### config.mk
export PLATFORM = sky130hd
export DESIGN_NAME = pressure_drop_contact_detector_core
export DESIGN_NICKNAME = d
export VERILOG_FILES = /design/src/hdl/pdcd_pkg.sv /design/src/hdl/pdcd_ctrl.sv /design/src/hdl/pdcd_datapath.sv /design/src/hdl/pressure_drop_contact_detector_core.sv
export SDC_FILE = /design/constraint.sdc
export NUM_CORES = 2
export LEC_CHECK = 0
export ABC_AREA = 0
export ABC_CLOCK_PERIOD_IN_PS = 27000
export BUFFER_PORTS_ARGS = -buffer_cell sky130_fd_sc_hd__buf_4
export CORE_MARGIN = 3
export CORE_UTILIZATION = 25
export CTS_CLUSTER_DIAMETER = 30
export DETAILED_ROUTE_END_ITERATION = 16
export PLACE_DENSITY = 0.42
export SKIP_LAST_GASP = 1
export SYNTH_ARGS = -nofsm -noshare
export SYNTH_HDL_FRONTEND = slang
export SYNTH_HIERARCHICAL = 1
export SYNTH_SLANG_ARGS = --single-unit
### constraint.sdc
create_clock -name aclk -period 27 [get_ports aclk]
set_clock_uncertainty 0.1 [all_clocks]
set_input_delay 8.1 -clock aclk [delete_from_list [all_inputs] [get_ports aclk]]
set_output_delay 8.1 -clock aclk [all_outputs]
set_load 0.03 [all_outputs]
### src/hdl/pdcd_pkg.sv
package pdcd_pkg;

    // sensor array and fixed-point formats
    localparam int SENSOR_COUNT = 2;
    localparam int SAMPLE_BITS  = 10;
    localparam int FRAC_BITS    = 8;

    // widths of fields and registers
    localparam int WEIGHT_W   = 17;
    localparam int FS_W       = 10;
    localparam int DEADBAND_W = 10;
    localparam int PCT_W      = 7;
    localparam int TIME_W     = 32;
    localparam int TIMEOUT_W  = 16;
    localparam int CFG_IDX_W  = 3;
    localparam int CFG_DATA_W = 17;

    // datapath widths
    localparam int Q_W    = SAMPLE_BITS + FRAC_BITS;
    localparam int PROD_W = WEIGHT_W + Q_W;
    localparam int ACC_W  = PROD_W + 1;
    localparam int D_W    = FS_W + FRAC_BITS;
    localparam int DB_W   = DEADBAND_W + FRAC_BITS;
    localparam int WIDE_W = (Q_W > D_W) ? ((Q_W > DB_W) ? Q_W : DB_W)
                                        : ((D_W > DB_W) ? D_W : DB_W);
    localparam int NUM_W  = WIDE_W + 9;
    localparam int STEP_W = $clog2(PCT_W);

    localparam logic [WEIGHT_W-1:0] ONE_Q16     = WEIGHT_W'(65536);
    localparam logic [ACC_W-1:0]    FILT_ROUND  = ACC_W'(1) << 15;
    localparam logic [ACC_W-1:0]    TRK_ROUND   = ACC_W'(1) << (15 + FRAC_BITS);
    localparam logic [PCT_W-1:0]    PCT_FULL    = PCT_W'(100);
    localparam logic [NUM_W-1:0]    PCT_SCALE   = NUM_W'(200);
    localparam logic [NUM_W-1:0]    PCT_SAT_MUL = NUM_W'(201);

    // register reset values
    localparam logic [WEIGHT_W-1:0]    FILTER_ALPHA_RST = WEIGHT_W'(9830);
    localparam logic [WEIGHT_W-1:0]    TRACK_ALPHA_RST  = WEIGHT_W'(6554);
    localparam logic [FS_W-1:0]        FULL_SCALE_RST   = FS_W'(24);
    localparam logic [DEADBAND_W-1:0]  DEADBAND_RST     = DEADBAND_W'(2);
    localparam logic [PCT_W-1:0]       THRESHOLD_RST    = PCT_W'(12);
    localparam logic [TIMEOUT_W-1:0]   TIMEOUT_RST      = TIMEOUT_W'(250);
    localparam logic [SAMPLE_BITS-1:0] SAMPLE_MAX       = '1;

    typedef enum logic [CFG_IDX_W-1:0] {
        CFG_FILTER_ALPHA = 3'd0,
        CFG_TRACK_ALPHA  = 3'd1,
        CFG_FULL_SCALE   = 3'd2,
        CFG_DEADBAND     = 3'd3,
        CFG_THRESHOLD    = 3'd4,
        CFG_TIMEOUT      = 3'd5
    } cfg_index_t;

    typedef enum logic [3:0] {
        ST_IDLE,
        ST_DISPATCH,
        ST_FILT_MUL,
        ST_FILT_ACC,
        ST_BASE_CMP,
        ST_TRK1_MUL,
        ST_TRK1_ACC,
        ST_ZONE,
        ST_ZONE_CHK,
        ST_TRK2_MUL,
        ST_TRK2_ACC,
        ST_PCT,
        ST_DIV,
        ST_COMMIT,
        ST_REPORT
    } state_t;

    typedef enum logic {
        FUNC_INIT   = 1'b0,
        FUNC_UPDATE = 1'b1
    } func_t;

    typedef struct packed {
        logic capture;
        logic filt_mul;
        logic filt_acc;
        logic trk_mul;
        logic trk_acc;
        logic zone_calc;
        logic pct_calc;
        logic div_step;
        logic commit;
        logic load_out;
    } cmd_t;

    typedef struct packed {
        logic is_update;
        logic above_base;
        logic zone;
        logic div_needed;
        logic out_free;
    } status_t;

endpackage

### src/hdl/pdcd_ctrl.sv
module pdcd_ctrl (
    input  logic               aclk,
    input  logic               aresetn,
    input  logic               in_valid,
    output logic               in_ready,
    input  pdcd_pkg::status_t  status,
    output pdcd_pkg::cmd_t     cmd
);

    pdcd_pkg::state_t                 state_reg, state_next;
    logic [pdcd_pkg::STEP_W-1:0]      step_cnt_reg, step_cnt_next;

    always_ff @(posedge aclk) begin
        if (!aresetn) begin
            state_reg    <= pdcd_pkg::ST_IDLE;
            step_cnt_reg <= '0;
        end else begin
            state_reg    <= state_next;
            step_cnt_reg <= step_cnt_next;
        end
    end

    always_comb begin
        state_next    = state_reg;
        step_cnt_next = step_cnt_reg;
        cmd           = '0;
        in_ready      = 1'b0;
        unique case (state_reg)
            pdcd_pkg::ST_IDLE: begin
                in_ready = 1'b1;
                if (in_valid) begin
                    cmd.capture = 1'b1;
                    state_next  = pdcd_pkg::ST_DISPATCH;
                end
            end
            pdcd_pkg::ST_DISPATCH: begin
                state_next = status.is_update ? pdcd_pkg::ST_FILT_MUL : pdcd_pkg::ST_COMMIT;
            end
            pdcd_pkg::ST_FILT_MUL: begin
                cmd.filt_mul = 1'b1;
                state_next   = pdcd_pkg::ST_FILT_ACC;
            end
            pdcd_pkg::ST_FILT_ACC: begin
                cmd.filt_acc = 1'b1;
                state_next   = pdcd_pkg::ST_BASE_CMP;
            end
            pdcd_pkg::ST_BASE_CMP: begin
                state_next = status.above_base ? pdcd_pkg::ST_TRK1_MUL : pdcd_pkg::ST_ZONE;
            end
            pdcd_pkg::ST_TRK1_MUL: begin
                cmd.trk_mul = 1'b1;
                state_next  = pdcd_pkg::ST_TRK1_ACC;
            end
            pdcd_pkg::ST_TRK1_ACC: begin
                cmd.trk_acc = 1'b1;
                state_next  = pdcd_pkg::ST_ZONE;
            end
            pdcd_pkg::ST_ZONE: begin
                cmd.zone_calc = 1'b1;
                state_next    = pdcd_pkg::ST_ZONE_CHK;
            end
            pdcd_pkg::ST_ZONE_CHK: begin
                state_next = status.zone ? pdcd_pkg::ST_TRK2_MUL : pdcd_pkg::ST_PCT;
            end
            pdcd_pkg::ST_TRK2_MUL: begin
                cmd.trk_mul = 1'b1;
                state_next  = pdcd_pkg::ST_TRK2_ACC;
            end
            pdcd_pkg::ST_TRK2_ACC: begin
                cmd.trk_acc = 1'b1;
                state_next  = pdcd_pkg::ST_PCT;
            end
            pdcd_pkg::ST_PCT: begin
                cmd.pct_calc  = 1'b1;
                step_cnt_next = '0;
                state_next    = status.div_needed ? pdcd_pkg::ST_DIV : pdcd_pkg::ST_COMMIT;
            end
            pdcd_pkg::ST_DIV: begin
                cmd.div_step = 1'b1;
                if (step_cnt_reg == pdcd_pkg::STEP_W'(pdcd_pkg::PCT_W - 1)) begin
                    state_next = pdcd_pkg::ST_COMMIT;
                end else begin
                    step_cnt_next = step_cnt_reg + 1'b1;
                end
            end
            pdcd_pkg::ST_COMMIT: begin
                cmd.commit = 1'b1;
                state_next = pdcd_pkg::ST_REPORT;
            end
            pdcd_pkg::ST_REPORT: begin
                if (status.out_free) begin
                    cmd.load_out = 1'b1;
                    state_next   = pdcd_pkg::ST_IDLE;
                end
            end
            default: begin
                state_next = pdcd_pkg::ST_IDLE;
            end
        endcase
    end

endmodule

### src/hdl/pdcd_datapath.sv
module pdcd_datapath (
    input  logic                                aclk,
    input  logic                                aresetn,
    input  pdcd_pkg::cmd_t                      cmd,
    output pdcd_pkg::status_t                   status,
    input  logic                                in_func,
    input  logic                                in_sel,
    input  logic [pdcd_pkg::SAMPLE_BITS-1:0]    in_sample,
    input  logic [pdcd_pkg::TIME_W-1:0]         in_time,
    input  logic                                cfg_valid,
    input  logic [pdcd_pkg::CFG_IDX_W-1:0]      cfg_index,
    input  logic [pdcd_pkg::CFG_DATA_W-1:0]     cfg_data,
    input  logic                                out_ready,
    output logic                                out_valid,
    output logic                                out_sel,
    output logic [pdcd_pkg::PCT_W-1:0]          out_percent,
    output logic                                out_contact,
    output logic                                out_zone,
    output logic [pdcd_pkg::PCT_W-1:0]          out_grip
);

    // configuration registers
    logic [pdcd_pkg::WEIGHT_W-1:0]   filter_alpha_reg;
    logic [pdcd_pkg::WEIGHT_W-1:0]   track_alpha_reg;
    logic [pdcd_pkg::FS_W-1:0]       full_scale_reg;
    logic [pdcd_pkg::DEADBAND_W-1:0] deadband_reg;
    logic [pdcd_pkg::PCT_W-1:0]      threshold_reg;
    logic [pdcd_pkg::TIMEOUT_W-1:0]  timeout_reg;

    // per-sensor state
    logic [pdcd_pkg::Q_W-1:0]         filtered_reg [pdcd_pkg::SENSOR_COUNT];
    logic [pdcd_pkg::SAMPLE_BITS-1:0] baseline_reg [pdcd_pkg::SENSOR_COUNT];
    logic [pdcd_pkg::PCT_W-1:0]       stored_pct_reg [pdcd_pkg::SENSOR_COUNT];
    logic                             contact_reg [pdcd_pkg::SENSOR_COUNT];
    logic [pdcd_pkg::TIME_W-1:0]      last_contact_reg [pdcd_pkg::SENSOR_COUNT];

    // item in progress
    logic                             func_reg;
    logic                             sel_reg;
    logic [pdcd_pkg::SAMPLE_BITS-1:0] sample_reg;
    logic [pdcd_pkg::TIME_W-1:0]      time_reg;
    logic [pdcd_pkg::Q_W-1:0]         f_reg;
    logic [pdcd_pkg::SAMPLE_BITS-1:0] b_reg;
    logic [pdcd_pkg::PROD_W-1:0]      prod_reg;
    logic [pdcd_pkg::Q_W-1:0]         drop_reg;
    logic                             zone_reg;
    logic [pdcd_pkg::PCT_W-1:0]       pct_reg;
    logic [pdcd_pkg::NUM_W-1:0]       rem_reg;
    logic [pdcd_pkg::NUM_W-1:0]       den_reg;

    // result stage
    logic                             out_valid_reg;
    logic                             out_sel_reg;
    logic [pdcd_pkg::PCT_W-1:0]       out_pct_reg;
    logic                             out_contact_reg;
    logic                             out_zone_reg;
    logic [pdcd_pkg::PCT_W-1:0]       out_grip_reg;

    logic [pdcd_pkg::WEIGHT_W-1:0]    a_w;
    logic [pdcd_pkg::WEIGHT_W-1:0]    t_w;
    logic [pdcd_pkg::WEIGHT_W-1:0]    mul_a;
    logic [pdcd_pkg::Q_W-1:0]         mul_b;
    logic [pdcd_pkg::PROD_W-1:0]      mul_out;
    logic [pdcd_pkg::ACC_W-1:0]       acc;
    logic [pdcd_pkg::Q_W-1:0]         bq;
    logic [pdcd_pkg::Q_W-1:0]         drop_calc;
    logic [pdcd_pkg::NUM_W-1:0]       db_q;
    logic [pdcd_pkg::NUM_W-1:0]       delta;
    logic [pdcd_pkg::NUM_W-1:0]       d_q;
    logic [pdcd_pkg::NUM_W-1:0]       delta_scaled;
    logic [pdcd_pkg::NUM_W-1:0]       sat_limit;
    logic                             saturate;
    logic                             sel_valid;
    logic                             new_contact;
    logic                             timed_out;
    logic [pdcd_pkg::TIME_W-1:0]      elapsed;
    logic [pdcd_pkg::PCT_W-1:0]       grip;

    assign sel_valid = (32'(sel_reg) < pdcd_pkg::SENSOR_COUNT);

    // weights above one act as one
    assign a_w = filter_alpha_reg[pdcd_pkg::WEIGHT_W-1] ? pdcd_pkg::ONE_Q16 : filter_alpha_reg;
    assign t_w = track_alpha_reg[pdcd_pkg::WEIGHT_W-1] ? pdcd_pkg::ONE_Q16 : track_alpha_reg;

    // shared multiplier, operands chosen by the current step
    always_comb begin
        mul_a = pdcd_pkg::ONE_Q16 - t_w;
        mul_b = {b_reg, {pdcd_pkg::FRAC_BITS{1'b0}}};
        if (cmd.filt_mul) begin
            mul_a = a_w;
            mul_b = {sample_reg, {pdcd_pkg::FRAC_BITS{1'b0}}};
        end else if (cmd.filt_acc) begin
            mul_a = pdcd_pkg::ONE_Q16 - a_w;
            mul_b = f_reg;
        end else if (cmd.trk_mul) begin
            mul_a = t_w;
            mul_b = f_reg;
        end
    end

    assign mul_out = pdcd_pkg::PROD_W'(mul_a) * pdcd_pkg::PROD_W'(mul_b);
    assign acc     = pdcd_pkg::ACC_W'(prod_reg) + pdcd_pkg::ACC_W'(mul_out)
                   + (cmd.filt_acc ? pdcd_pkg::FILT_ROUND : pdcd_pkg::TRK_ROUND);

    // drop below baseline and deadband
    assign bq        = {b_reg, {pdcd_pkg::FRAC_BITS{1'b0}}};
    assign drop_calc = (bq > f_reg) ? (bq - f_reg) : '0;
    assign db_q      = pdcd_pkg::NUM_W'({deadband_reg, {pdcd_pkg::FRAC_BITS{1'b0}}});
    assign delta     = (pdcd_pkg::NUM_W'(drop_reg) > db_q)
                     ? (pdcd_pkg::NUM_W'(drop_reg) - db_q) : '0;
    assign d_q       = pdcd_pkg::NUM_W'({full_scale_reg, {pdcd_pkg::FRAC_BITS{1'b0}}});
    assign delta_scaled = pdcd_pkg::PCT_SCALE * delta;
    assign sat_limit    = pdcd_pkg::PCT_SAT_MUL * d_q;
    assign saturate     = (delta_scaled >= sat_limit);

    // contact and release decision
    assign new_contact = (pct_reg >= threshold_reg);
    assign elapsed     = time_reg - last_contact_reg[sel_reg];
    assign timed_out   = (elapsed > pdcd_pkg::TIME_W'(timeout_reg));

    always_comb begin
        grip = '0;
        for (int i = 0; i < pdcd_pkg::SENSOR_COUNT; i++) begin
            if (stored_pct_reg[i] > grip) begin
                grip = stored_pct_reg[i];
            end
        end
    end

    assign status.is_update  = (func_reg == pdcd_pkg::FUNC_UPDATE) && sel_valid;
    assign status.above_base = (f_reg > bq);
    assign status.zone       = zone_reg;
    assign status.div_needed = (full_scale_reg != '0) && !saturate;
    assign status.out_free   = !out_valid_reg || out_ready;

    // configuration writes
    always_ff @(posedge aclk) begin
        if (!aresetn) begin
            filter_alpha_reg <= pdcd_pkg::FILTER_ALPHA_RST;
            track_alpha_reg  <= pdcd_pkg::TRACK_ALPHA_RST;
            full_scale_reg   <= pdcd_pkg::FULL_SCALE_RST;
            deadband_reg     <= pdcd_pkg::DEADBAND_RST;
            threshold_reg    <= pdcd_pkg::THRESHOLD_RST;
            timeout_reg      <= pdcd_pkg::TIMEOUT_RST;
        end else if (cfg_valid) begin
            unique case (pdcd_pkg::cfg_index_t'(cfg_index))
                pdcd_pkg::CFG_FILTER_ALPHA: filter_alpha_reg <= cfg_data;
                pdcd_pkg::CFG_TRACK_ALPHA:  track_alpha_reg  <= cfg_data;
                pdcd_pkg::CFG_FULL_SCALE:   full_scale_reg   <= cfg_data[pdcd_pkg::FS_W-1:0];
                pdcd_pkg::CFG_DEADBAND:     deadband_reg <= cfg_data[pdcd_pkg::DEADBAND_W-1:0];
                pdcd_pkg::CFG_THRESHOLD:    threshold_reg    <= cfg_data[pdcd_pkg::PCT_W-1:0];
                pdcd_pkg::CFG_TIMEOUT:      timeout_reg <= cfg_data[pdcd_pkg::TIMEOUT_W-1:0];
                default: begin
                end
            endcase
        end
    end

    // per-sensor state update
    always_ff @(posedge aclk) begin
        if (!aresetn) begin
            for (int i = 0; i < pdcd_pkg::SENSOR_COUNT; i++) begin
                filtered_reg[i]     <= {pdcd_pkg::SAMPLE_MAX, {pdcd_pkg::FRAC_BITS{1'b0}}};
                baseline_reg[i]     <= pdcd_pkg::SAMPLE_MAX;
                stored_pct_reg[i]   <= '0;
                contact_reg[i]      <= 1'b0;
                last_contact_reg[i] <= '0;
            end
        end else if (cmd.commit && sel_valid) begin
            if (func_reg == pdcd_pkg::FUNC_INIT) begin
                filtered_reg[sel_reg]     <= {sample_reg, {pdcd_pkg::FRAC_BITS{1'b0}}};
                baseline_reg[sel_reg]     <= sample_reg;
                stored_pct_reg[sel_reg]   <= '0;
                contact_reg[sel_reg]      <= 1'b0;
                last_contact_reg[sel_reg] <= '0;
            end else begin
                filtered_reg[sel_reg] <= f_reg;
                baseline_reg[sel_reg] <= b_reg;
                contact_reg[sel_reg]  <= new_contact;
                if (new_contact) begin
                    stored_pct_reg[sel_reg]   <= pct_reg;
                    last_contact_reg[sel_reg] <= time_reg;
                end else if (zone_reg || timed_out) begin
                    stored_pct_reg[sel_reg] <= '0;
                end else begin
                    stored_pct_reg[sel_reg] <= pct_reg;
                end
            end
        end
    end

    // working registers of the item
    always_ff @(posedge aclk) begin
        if (cmd.capture) begin
            func_reg   <= in_func;
            sel_reg    <= in_sel;
            sample_reg <= in_sample;
            time_reg   <= in_time;
            f_reg      <= filtered_reg[in_sel];
            b_reg      <= baseline_reg[in_sel];
            zone_reg   <= 1'b0;
        end
        if (cmd.filt_mul || cmd.trk_mul) begin
            prod_reg <= mul_out;
        end
        if (cmd.filt_acc) begin
            f_reg <= acc[16 +: pdcd_pkg::Q_W];
        end
        if (cmd.trk_acc) begin
            b_reg <= acc[16 + pdcd_pkg::FRAC_BITS +: pdcd_pkg::SAMPLE_BITS];
        end
        if (cmd.zone_calc) begin
            drop_reg <= drop_calc;
            zone_reg <= (pdcd_pkg::NUM_W'(drop_calc) <= db_q);
        end
        if (cmd.pct_calc) begin
            rem_reg <= delta_scaled + d_q;
            den_reg <= d_q << pdcd_pkg::PCT_W;
            if (full_scale_reg == '0) begin
                pct_reg <= (delta != '0) ? pdcd_pkg::PCT_FULL : '0;
            end else if (saturate) begin
                pct_reg <= pdcd_pkg::PCT_FULL;
            end else begin
                pct_reg <= '0;
            end
        end
        if (cmd.div_step) begin
            den_reg <= den_reg >> 1;
            if (rem_reg >= den_reg) begin
                rem_reg <= rem_reg - den_reg;
                pct_reg <= {pct_reg[pdcd_pkg::PCT_W-2:0], 1'b1};
            end else begin
                pct_reg <= {pct_reg[pdcd_pkg::PCT_W-2:0], 1'b0};
            end
        end
    end

    // result register
    always_ff @(posedge aclk) begin
        if (!aresetn) begin
            out_valid_reg <= 1'b0;
        end else if (cmd.load_out) begin
            out_valid_reg <= 1'b1;
        end else if (out_ready) begin
            out_valid_reg <= 1'b0;
        end
    end

    always_ff @(posedge aclk) begin
        if (cmd.load_out) begin
            out_sel_reg     <= sel_reg;
            out_pct_reg     <= sel_valid ? stored_pct_reg[sel_reg] : '0;
            out_contact_reg <= sel_valid ? contact_reg[sel_reg] : 1'b0;
            out_zone_reg    <= zone_reg;
            out_grip_reg    <= grip;
        end
    end

    assign out_valid   = out_valid_reg;
    assign out_sel     = out_sel_reg;
    assign out_percent = out_pct_reg;
    assign out_contact = out_contact_reg;
    assign out_zone    = out_zone_reg;
    assign out_grip    = out_grip_reg;

endmodule

### src/hdl/pressure_drop_contact_detector_core.sv
// an init item goes from capture straight to commit and report; an update item also walks
// the filter, the optional baseline tracking steps and, when it is needed, the percent divider
// one item at a time: the next item is taken only after the result is registered, and the
// shared 17x18 multiplier and the one-bit-per-cycle divider serve that single item
// reset: aresetn is synchronous and active low; registers return to their defaults and
// every sensor to baseline 1023, percent 0, no contact
module pressure_drop_contact_detector_core (
    input  logic                                 aclk,
    input  logic                                 aresetn,

    // input items
    input  logic                                 s_tvalid,
    output logic                                 s_tready,
    input  logic [47:0]                          s_tdata,   // sample[9:0], time_ms[41:10], zero pad
    input  logic [1:0]                           s_tuser,   // func[0], sensor_select[1]

    // result items
    output logic                                 m_tvalid,
    input  logic                                 m_tready,
    output logic [15:0]                          m_tdata,   // pressure_percent[6:0], contact[7],
                                                            // in_release_zone[8], grip_percent[15:9]
    output logic [0:0]                           m_tuser,   // sensor_out[0]

    // configuration writes
    input  logic                                 cfg_valid,
    output logic                                 cfg_ready,
    input  logic [pdcd_pkg::CFG_IDX_W-1:0]       cfg_index,
    input  logic [pdcd_pkg::CFG_DATA_W-1:0]      cfg_data
);

    pdcd_pkg::cmd_t                     cmd;
    pdcd_pkg::status_t                  status;
    logic                               in_ready;
    logic                               out_sel;
    logic [pdcd_pkg::PCT_W-1:0]         out_percent;
    logic                               out_contact;
    logic                               out_zone;
    logic [pdcd_pkg::PCT_W-1:0]         out_grip;

    // registers may be written at any time, the block never stalls the write
    assign cfg_ready = 1'b1;

    // sequencer: walks filter, tracking, deadband, percent, commit and report steps
    pdcd_ctrl u_ctrl (
        .aclk     (aclk),
        .aresetn  (aresetn),
        .in_valid (s_tvalid),
        .in_ready (in_ready),
        .status   (status),
        .cmd      (cmd)
    );

    // datapath: configuration and sensor state, shared multiplier, divider and the result register
    pdcd_datapath u_datapath (
        .aclk        (aclk),
        .aresetn     (aresetn),
        .cmd         (cmd),
        .status      (status),
        .in_func     (s_tuser[0]),
        .in_sel      (s_tuser[1]),
        .in_sample   (s_tdata[pdcd_pkg::SAMPLE_BITS-1:0]),
        .in_time     (s_tdata[pdcd_pkg::SAMPLE_BITS +: pdcd_pkg::TIME_W]),
        .cfg_valid   (cfg_valid),
        .cfg_index   (cfg_index),
        .cfg_data    (cfg_data),
        .out_ready   (m_tready),
        .out_valid   (m_tvalid),
        .out_sel     (out_sel),
        .out_percent (out_percent),
        .out_contact (out_contact),
        .out_zone    (out_zone),
        .out_grip    (out_grip)
    );

    // ready only while no item is in flight
    assign s_tready = in_ready;

    // pack the result item
    assign m_tdata = {out_grip, out_zone, out_contact, out_percent};
    assign m_tuser = out_sel;

    // a reported percent never exceeds 100
    a_pct_range: assert property (@(posedge aclk) disable iff (!aresetn)
        m_tvalid |-> (m_tdata[6:0] <= 7'd100))
        else $error("reported percent above 100");

    // without contact, a drop inside the deadband clears the stored percent
    a_release_clears: assert property (@(posedge aclk) disable iff (!aresetn)
        (m_tvalid && m_tdata[8] && !m_tdata[7]) |-> (m_tdata[6:0] == 7'd0))
        else $error("percent kept inside release zone");

    // the grip figure covers the reported sensor
    a_grip_max: assert property (@(posedge aclk) disable iff (!aresetn)
        m_tvalid |-> (m_tdata[15:9] >= m_tdata[6:0]))
        else $error("grip below sensor percent");

    // a new item is never taken while the sequencer is busy
    a_one_item: assert property (@(posedge aclk) disable iff (!aresetn)
        (s_tvalid && s_tready) |=> !s_tready)
        else $error("second item accepted while busy");

endmodule

* Yosys cells after proc, flatten, opt, wreduce, memory -nomap -nowiden
Memories as Yosys holds them, arrays and structs flattened. A register that Yosys moved wholly into a read port is not among the register bits.
Cells that the tools add are included.
** Storage, ports and cells
- Memory bits (writable) :: 136
- Memories :: 5
- Input bits :: 75
- ROM bits :: 0
- Bits in latches :: 0
- Register bits after elaboration :: 278
- Logic and storage cells :: 220
** Memory list
- u_datapath.last_contact_reg :: depth 2, width 32, rd ports 1, clocked after Yosys merged registers in 1, wr ports 2, RTL line pdcd_datapath.sv:35 : logic [pdcd_pkg::TIME_W-1:0] last_contact_reg [pdcd_pkg::SENSOR_COUNT];
- u_datapath.filtered_reg :: depth 2, width 18, rd ports 1, clocked after Yosys merged registers in 0, wr ports 2, RTL line pdcd_datapath.sv:31 : logic [pdcd_pkg::Q_W-1:0] filtered_reg [pdcd_pkg::SENSOR_COUNT];
- u_datapath.baseline_reg :: depth 2, width 10, rd ports 1, clocked after Yosys merged registers in 0, wr ports 2, RTL line pdcd_datapath.sv:32 : logic [pdcd_pkg::SAMPLE_BITS-1:0] baseline_reg [pdcd_pkg::SENSOR_COUNT];
- u_datapath.stored_pct_reg :: depth 2, width 7, rd ports 3, clocked after Yosys merged registers in 1, wr ports 2, RTL line pdcd_datapath.sv:33 : logic [pdcd_pkg::PCT_W-1:0] stored_pct_reg [pdcd_pkg::SENSOR_COUNT];
- u_datapath.contact_reg :: depth 2, width 1, rd ports 1, clocked after Yosys merged registers in 1, wr ports 2, RTL line pdcd_datapath.sv:34 : logic contact_reg [pdcd_pkg::SENSOR_COUNT];
** Operators by class
- Shift operators :: 0
- Mux-type cells :: 104
- Bitwise logic cells :: 7
- Reductions and logical operators :: 32
- Divide/modulo/power cells :: 0
- Add/sub/neg operators :: 10
- Order comparisons :: 10
- Multiply operators :: 3
- Equal/unequal tests :: 24
** Operators by type and width (number)
- 18-bit two-way mux :: 8
- 27-bit two-way mux :: 4
- 17-bit two-way mux :: 5
- 7-bit two-way mux :: 11
- 34-bit adder :: 2
- 32-bit two-way mux :: 2
- 4-bit one-hot mux with 15 select lines :: 1
- 1-bit two-way mux :: 58
- 18-bit > comparator :: 3
- 24-bit two-way mux :: 2
- 10-bit two-way mux :: 4
- 17-bit by 18-bit multiplier with 34-bit output :: 1
- 17-bit subtractor, first input constant :: 2
- 32-bit by 16-bit > comparator with 1-bit output :: 1
- 32-bit OR reduction :: 1
- 32-bit subtractor :: 1
- 4-bit equality test, second input constant :: 7
- 27-bit by 18-bit adder with 27-bit output :: 1
- 27-bit by 25-bit >= comparator with 1-bit output :: 1
- 27-bit >= comparator :: 1
- 5-bit by 27-bit multiplier with 24-bit output, first input constant :: 1
- 27-bit nonzero test :: 1
- 27-bit by 25-bit subtractor with 27-bit output :: 1
- 25-bit two-way mux :: 1
- other kinds (36) :: 70

* Depth between registers and ports, before layout
- Depth in word-level cells :: 13
- Mapped depth :: 47
- Depth with buffers taken out :: 43

* Hierarchy
Netlist, hierarchy kept.
** Modules (own cells, without submodules)
- pdcd_datapath :: times used 1, cells each 4246, area an instance 39065.0 µm²
- pdcd_ctrl :: times used 1, cells each 76, area an instance 604.3 µm²
- pressure_drop_contact_detector_core :: times used 1, cells each 4, area an instance 26.3 µm²

* Least setup slack after synthesis
No wires, ideal clock.
- Kind :: input-to-reg
- Start :: in aresetn
- End :: mem u_datapath/baseline_reg[0][0] (netlist name), enable pin
- Stages on the path :: 3
- Buffers on the path :: 1
- Required time :: 26.448 ns
- Arrival time :: 10.438 ns
- Path slack :: 16.010 ns
- Cell sequence :: clkbuf_1 nand2_1 o21ai_0
** RTL lines
- from (decl) :: RTL line pressure_drop_contact_detector_core.sv:9 : input logic aresetn,
- to (decl) :: RTL line pdcd_datapath.sv:32

* Worst setup path in the final report
- Start :: reg u_datapath/track_alpha_reg[16] (netlist name)
- End :: reg u_datapath/b_reg[9] (netlist name) (data pin)
** On the way
- Word-level cells in the longest chain between the ends :: 9
** RTL lines
- from (decl) :: RTL line pdcd_datapath.sv:24 : logic [pdcd_pkg::WEIGHT_W-1:0] track_alpha_reg;
- from (signal assigned) :: RTL line pdcd_datapath.sv:140 : track_alpha_reg <= pdcd_pkg::TRACK_ALPHA_RST;
- from (signal assigned) :: RTL line pdcd_datapath.sv:148 : pdcd_pkg::CFG_TRACK_ALPHA: track_alpha_reg <= cfg_data;
- 17-bit two-way mux * :: RTL line pdcd_datapath.sv:83 : assign t_w = track_alpha_reg[pdcd_pkg::WEIGHT_W-1] ? pdcd_pkg::ONE_Q16 : track_alpha_reg;
- 17-bit subtractor :: RTL line pdcd_datapath.sv:87 : mul_a = pdcd_pkg::ONE_Q16 - t_w;
- 17-bit two-way mux * :: RTL line pdcd_datapath.sv:95 : end else if (cmd.trk_mul) begin
- 17-bit two-way mux * :: RTL line pdcd_datapath.sv:92 : end else if (cmd.filt_acc) begin
- 17-bit two-way mux * :: RTL line pdcd_datapath.sv:89 : if (cmd.filt_mul) begin
- 17-bit by 18-bit multiplier with 34-bit output * :: RTL line pdcd_datapath.sv:101 : assign mul_out = pdcd_pkg::PROD_W'(mul_a) * pdcd_pkg::PROD_W'(mul_b);
- named net u_datapath.mul_out, one bit :: RTL line pdcd_datapath.sv:63 : logic [pdcd_pkg::PROD_W-1:0] mul_out;
- 34-bit adder * :: RTL line pdcd_datapath.sv:102 : assign acc = pdcd_pkg::ACC_W'(prod_reg) + pdcd_pkg::ACC_W'(mul_out)
- 34-bit adder * :: RTL line pdcd_datapath.sv:103 : + (cmd.filt_acc ? pdcd_pkg::FILT_ROUND : pdcd_pkg::TRK_ROUND);
- 10-bit two-way mux * :: RTL line pdcd_datapath.sv:209 : if (cmd.trk_acc) begin
- to (signal assigned) :: RTL line pdcd_datapath.sv:200 : b_reg <= baseline_reg[in_sel];
- to (signal assigned) :: RTL line pdcd_datapath.sv:210 : b_reg <= acc[16 + pdcd_pkg::FRAC_BITS +: pdcd_pkg::SAMPLE_BITS];
- to (decl) :: RTL line pdcd_datapath.sv:43 : logic [pdcd_pkg::SAMPLE_BITS-1:0] b_reg;
Mark *: on every way through the listed nets, which the timed path passes. The rest lies on a longest branch.
A chain may end at the register's enable or synchronous reset.

==> out/qor.log <==
qor: run_status.run_status finished, final reports clean
qor: logic_synthesis.synth.area.top_cells sky130_fd_sc_hd__edfxtp_1 23%, sky130_fd_sc_hd__fa_1 14%, sky130_fd_sc_hd__ha_1 14%
qor: final_layout.area_delta_synth_final 18.1%
qor: die.die_y 404 um
qor: drt.via_count 30800
qor: die.row_count 145
qor: global_route.antenna_found_initial 10
qor: clocking.cts_post_setup_buffers_inserted 0
qor: placed_design.dp_hpwl 96800 um
qor: die.initial_core_util 0.253
qor: logic_synthesis.netlist-cell-type-count 106
qor: logic_synthesis.syn_area 39700 um^2
qor: final_layout.layout.filler_cells 16400
qor: logic_synthesis.syn_inst 4326
qor: clocking.h-tree-depth 3
qor: clocking.numClockSinks 423
qor: placed_design.placement.io_buffers 87
qor: clocking.clk_pin_slew_worst_paths 0.05 ns
qor: sta.number_of_setup_violations_in_the_final_report 0
qor: sta.period_utilization 0.462
qor: setup_path.crit_type reg2reg
qor: hold_path.timing.hold.worst_endpoint u_datapath/threshold_reg[1]
qor: global_route.total_global_route_track_usage 0.152
qor: setup_path.timing.reg2reg.worst_path_depth 39
qor: placed_design.detailed_place.area 42700 um^2
qor: setup_path.setup.worst_path.start u_datapath/track_alpha_reg[16]
qor: logic_synthesis.synth_enable_flop_cells 308
qor: logic_synthesis.post_synth_top_area_share 0.233
qor: drt.ant_nets 0
qor: logic_synthesis.synth.yosys.seq_area_share 0.291
qor: sta.slew_headroom 0.173
qor: final_layout.ratio_of_cells_with_drive_above_1_in_the_final_layout 0.0964
qor: final_layout.most-common-layout-cells 563 x sky130_fd_sc_hd__inv_1, 546 x sky130_fd_sc_hd__nand2_1, 435 x sky130_fd_sc_hd__ha_1, 308 x sky130_fd_sc_hd__edfxtp_1, 272 x sky130_fd_sc_hd__fa_1
qor: final_layout.final_area 46900 um^2
qor: final_layout.regArea 11600 um^2
qor: sta.report.final.hold_viol_count 0
qor: sta.drv_slew 0
qor: final_layout.mostFrequentLayoutCell sky130_fd_sc_hd__inv_1
qor: setup_path.critical_path.endpoint_type flop
qor: final_layout.final_net_count 5191
qor: sta.max_freq 80.1 MHz
qor: hold_path.worstHoldPathType reg2reg
qor: die.core_region_area 157000 um^2
qor: final_layout.largest_register_ff_count 64
qor: die.floorplan.die.width 404 um
qor: global_route.vias_in_the_first_global_route 31000
qor: clocking.numCtsBuffers 115
qor: setup_path.regToRegStartpoint u_datapath/track_alpha_reg[16]
qor: drt.drt_pre_antenna_iters 5
qor: logic_synthesis.synth_seq_cells 423
qor: setup_path.timing.reg2reg.setup_slack 14.52 ns
qor: logic_synthesis.synth_warnings 6
qor: logic_synthesis.synth_top_flop_cell sky130_fd_sc_hd__edfxtp_1
qor: setup_path.critPathLaunchType flop
qor: setup_path.critical-path-max-stage-delay 0.98 ns
qor: sta.finalCriticalPeriod 12.48 ns
qor: drt.wirelength 124000 um
qor: clocking.ctsResizeCount 0
qor: setup_path.slowest_stage sky130_fd_sc_hd__a21oi_1
qor: clocking.clock_tree.root_cell sky130_fd_sc_hd__clkbuf_16
qor: drt.drt_first_iter_violations 1662
qor: die.die_ar 164000 um^2
qor: logic_synthesis.synth-async-reset-ratio 0
qor: sta.worst_pin_slew 1.24 ns
qor: clocking.max-clock-path-buffers 3
qor: die.i_o_pin_total 95
qor: sta.hold-worst-slack 0.366 ns
qor: setup_path.arrival 12.83 ns
qor: setup_path.cpMostUsedCell sky130_fd_sc_hd__fa_1
qor: logic_synthesis.post_synth.cell_area_avg 9.18 um^2
qor: drt.drc 0
qor: clocking.cts-hold-fix-buffers 0
qor: setup_path.critical_path_required 27.35 ns
qor: setup_path.critical_path.reg2reg.endpoint u_datapath/b_reg[9]
qor: flow_run.max_cap_viol_count 0
qor: logic_synthesis.netlist.top_cell.by_area sky130_fd_sc_hd__edfxtp_1
qor: clocking.worstSkewPairLatency 0.72 ns
qor: global_route.global_route_wire_length_before_repair 192000 um
qor: drt.vias_per_std_cell 4.68
qor: sta.rsz_0062_raised_after_global_routing false
qor: hold_path.hold_start u_datapath/threshold_reg[1]
qor: clocking.clock_tree_from_tritoncts done
qor: drt.detail_route.wl_per_cell 18.9 um
qor: hold_path.timing.hold.worst_path_depth 2
qor: setup_path.critPathMaxFanout 11
qor: logic_synthesis.syn-num-nets 5108
qor: final_layout.multi_input_area 25400 um^2
qor: placed_design.globalplace.congestion 0.838
qor: global_route.grt_start_max_net_pins 85
qor: sta.timing.setup.tns 0 ns
qor: global_route.globalRouteOverflowTotal 0
cells by family after synthesis:
| family | count (synthesis) | synth area share |
|---|---|---|
| flops | 423 | 0.291 |
| fa+ha+maj | 707 | 0.274 |
| simple gates | 1385 | 0.166 |
| buf+inv | 735 | 0.0709 |
| mux | 86 | 0.0222 |
| other cells | 1 | 0.0000945 |
| compound gates | 822 | 0.139 |
| xor+xnor | 167 | 0.0370 |
stage by stage:
stage                util  setup WS, ns  instances
floorplan               -         16.01       4326
detailed placement  0.272         14.47       6350
finish              0.299         14.52       6574
CTS                 0.299         14.46       6570
global route        0.299         13.66       6570
global placement    0.272         14.55       6350
synthesized netlist by cell type, types with 10 or more instances:
| master | count |
|---|---|
| sky130_fd_sc_hd__nor3_1 | 77 |
| sky130_fd_sc_hd__mux2_2 | 16 |
| sky130_fd_sc_hd__o41ai_1 | 10 |
| sky130_fd_sc_hd__a211oi_1 | 40 |
| sky130_fd_sc_hd__nand2b_1 | 31 |
| sky130_fd_sc_hd__a31oi_1 | 19 |
| sky130_fd_sc_hd__nand4_1 | 23 |
| sky130_fd_sc_hd__mux2i_1 | 70 |
| sky130_fd_sc_hd__a211o_1 | 10 |
| sky130_fd_sc_hd__or3_1 | 23 |
| sky130_fd_sc_hd__fa_1 | 272 |
| sky130_fd_sc_hd__nand2_1 | 546 |
| sky130_fd_sc_hd__a21boi_0 | 62 |
| sky130_fd_sc_hd__and3_1 | 98 |
| sky130_fd_sc_hd__inv_1 | 563 |
| sky130_fd_sc_hd__edfxtp_1 | 308 |
| sky130_fd_sc_hd__a21oi_1 | 207 |
| sky130_fd_sc_hd__o21a_1 | 49 |
| sky130_fd_sc_hd__o22ai_1 | 11 |
| sky130_fd_sc_hd__clkbuf_1 | 142 |
| sky130_fd_sc_hd__dfxtp_1 | 115 |
| sky130_fd_sc_hd__o211ai_1 | 37 |
| sky130_fd_sc_hd__and4_1 | 13 |
| sky130_fd_sc_hd__nor4_1 | 13 |
| sky130_fd_sc_hd__xnor2_1 | 104 |
| sky130_fd_sc_hd__ha_1 | 435 |
| sky130_fd_sc_hd__buf_1 | 12 |
| sky130_fd_sc_hd__o31ai_1 | 18 |
| sky130_fd_sc_hd__xor2_1 | 62 |
| sky130_fd_sc_hd__o21bai_1 | 11 |
| sky130_fd_sc_hd__nor2b_1 | 56 |
| sky130_fd_sc_hd__or2_2 | 26 |
| sky130_fd_sc_hd__nand3_1 | 103 |
| sky130_fd_sc_hd__and2_1 | 49 |
| sky130_fd_sc_hd__o21ai_0 | 155 |
| sky130_fd_sc_hd__nor3b_1 | 13 |
| sky130_fd_sc_hd__a21o_1 | 76 |
| sky130_fd_sc_hd__nor2_1 | 270 |
worst max-delay path by stage:
stage                                          endpoint  slack [ns]  cells after the start
after detailed placement            u_datapath/b_reg[9]       14.47                     35
after CTS                           u_datapath/b_reg[9]       14.46                     35
after global placement              u_datapath/b_reg[9]       14.55                     35
after floorplan           u_datapath/baseline_reg[0][0]       16.01                      3
after global routing                u_datapath/b_reg[9]       13.66                     35
final                               u_datapath/b_reg[9]       14.52                     39
final cells by class:
type,count,share of cell area
antenna,4,0.000214
clock buffer,147,0.0679
clock inverter,73,0.0214
inverter,565,0.0452
multi-input combinational,3168,0.542
sequential,423,0.246
tap,2058,0.0549
timing repair buffer,136,0.0218
routing by layer:
metal | vias up | part of all wire | GRT usage
met5 | - | 0.00044 | 0
met4 | 8 | 0.020 | 0.0332
met3 | 148 | 0.043 | 0.0263
met2 | 521 | 0.46 | 0.247
li1 | 15100 | - | -
met1 | 15000 | 0.48 | 0.212
worst max-delay path, delay by kind of cell, from the launching register on:
| kind | cells | cell delay, ns |
|---|---|---|
| XOR/XNOR | 1 | 0.31 |
| adder cells (fa/ha/maj) | 10 | 4.50 |
| flip-flops | 1 | 0.58 |
| buffers and inverters | 6 | 0.70 |
| multiplexers | 1 | 0.44 |
| AO/OA/AOI/OAI | 12 | 4.22 |
| AND/OR/NAND/NOR | 9 | 1.37 |
Power is not shown: default switching activity piles up to over one toggle a cycle in this logic, so the estimate is an artifact.
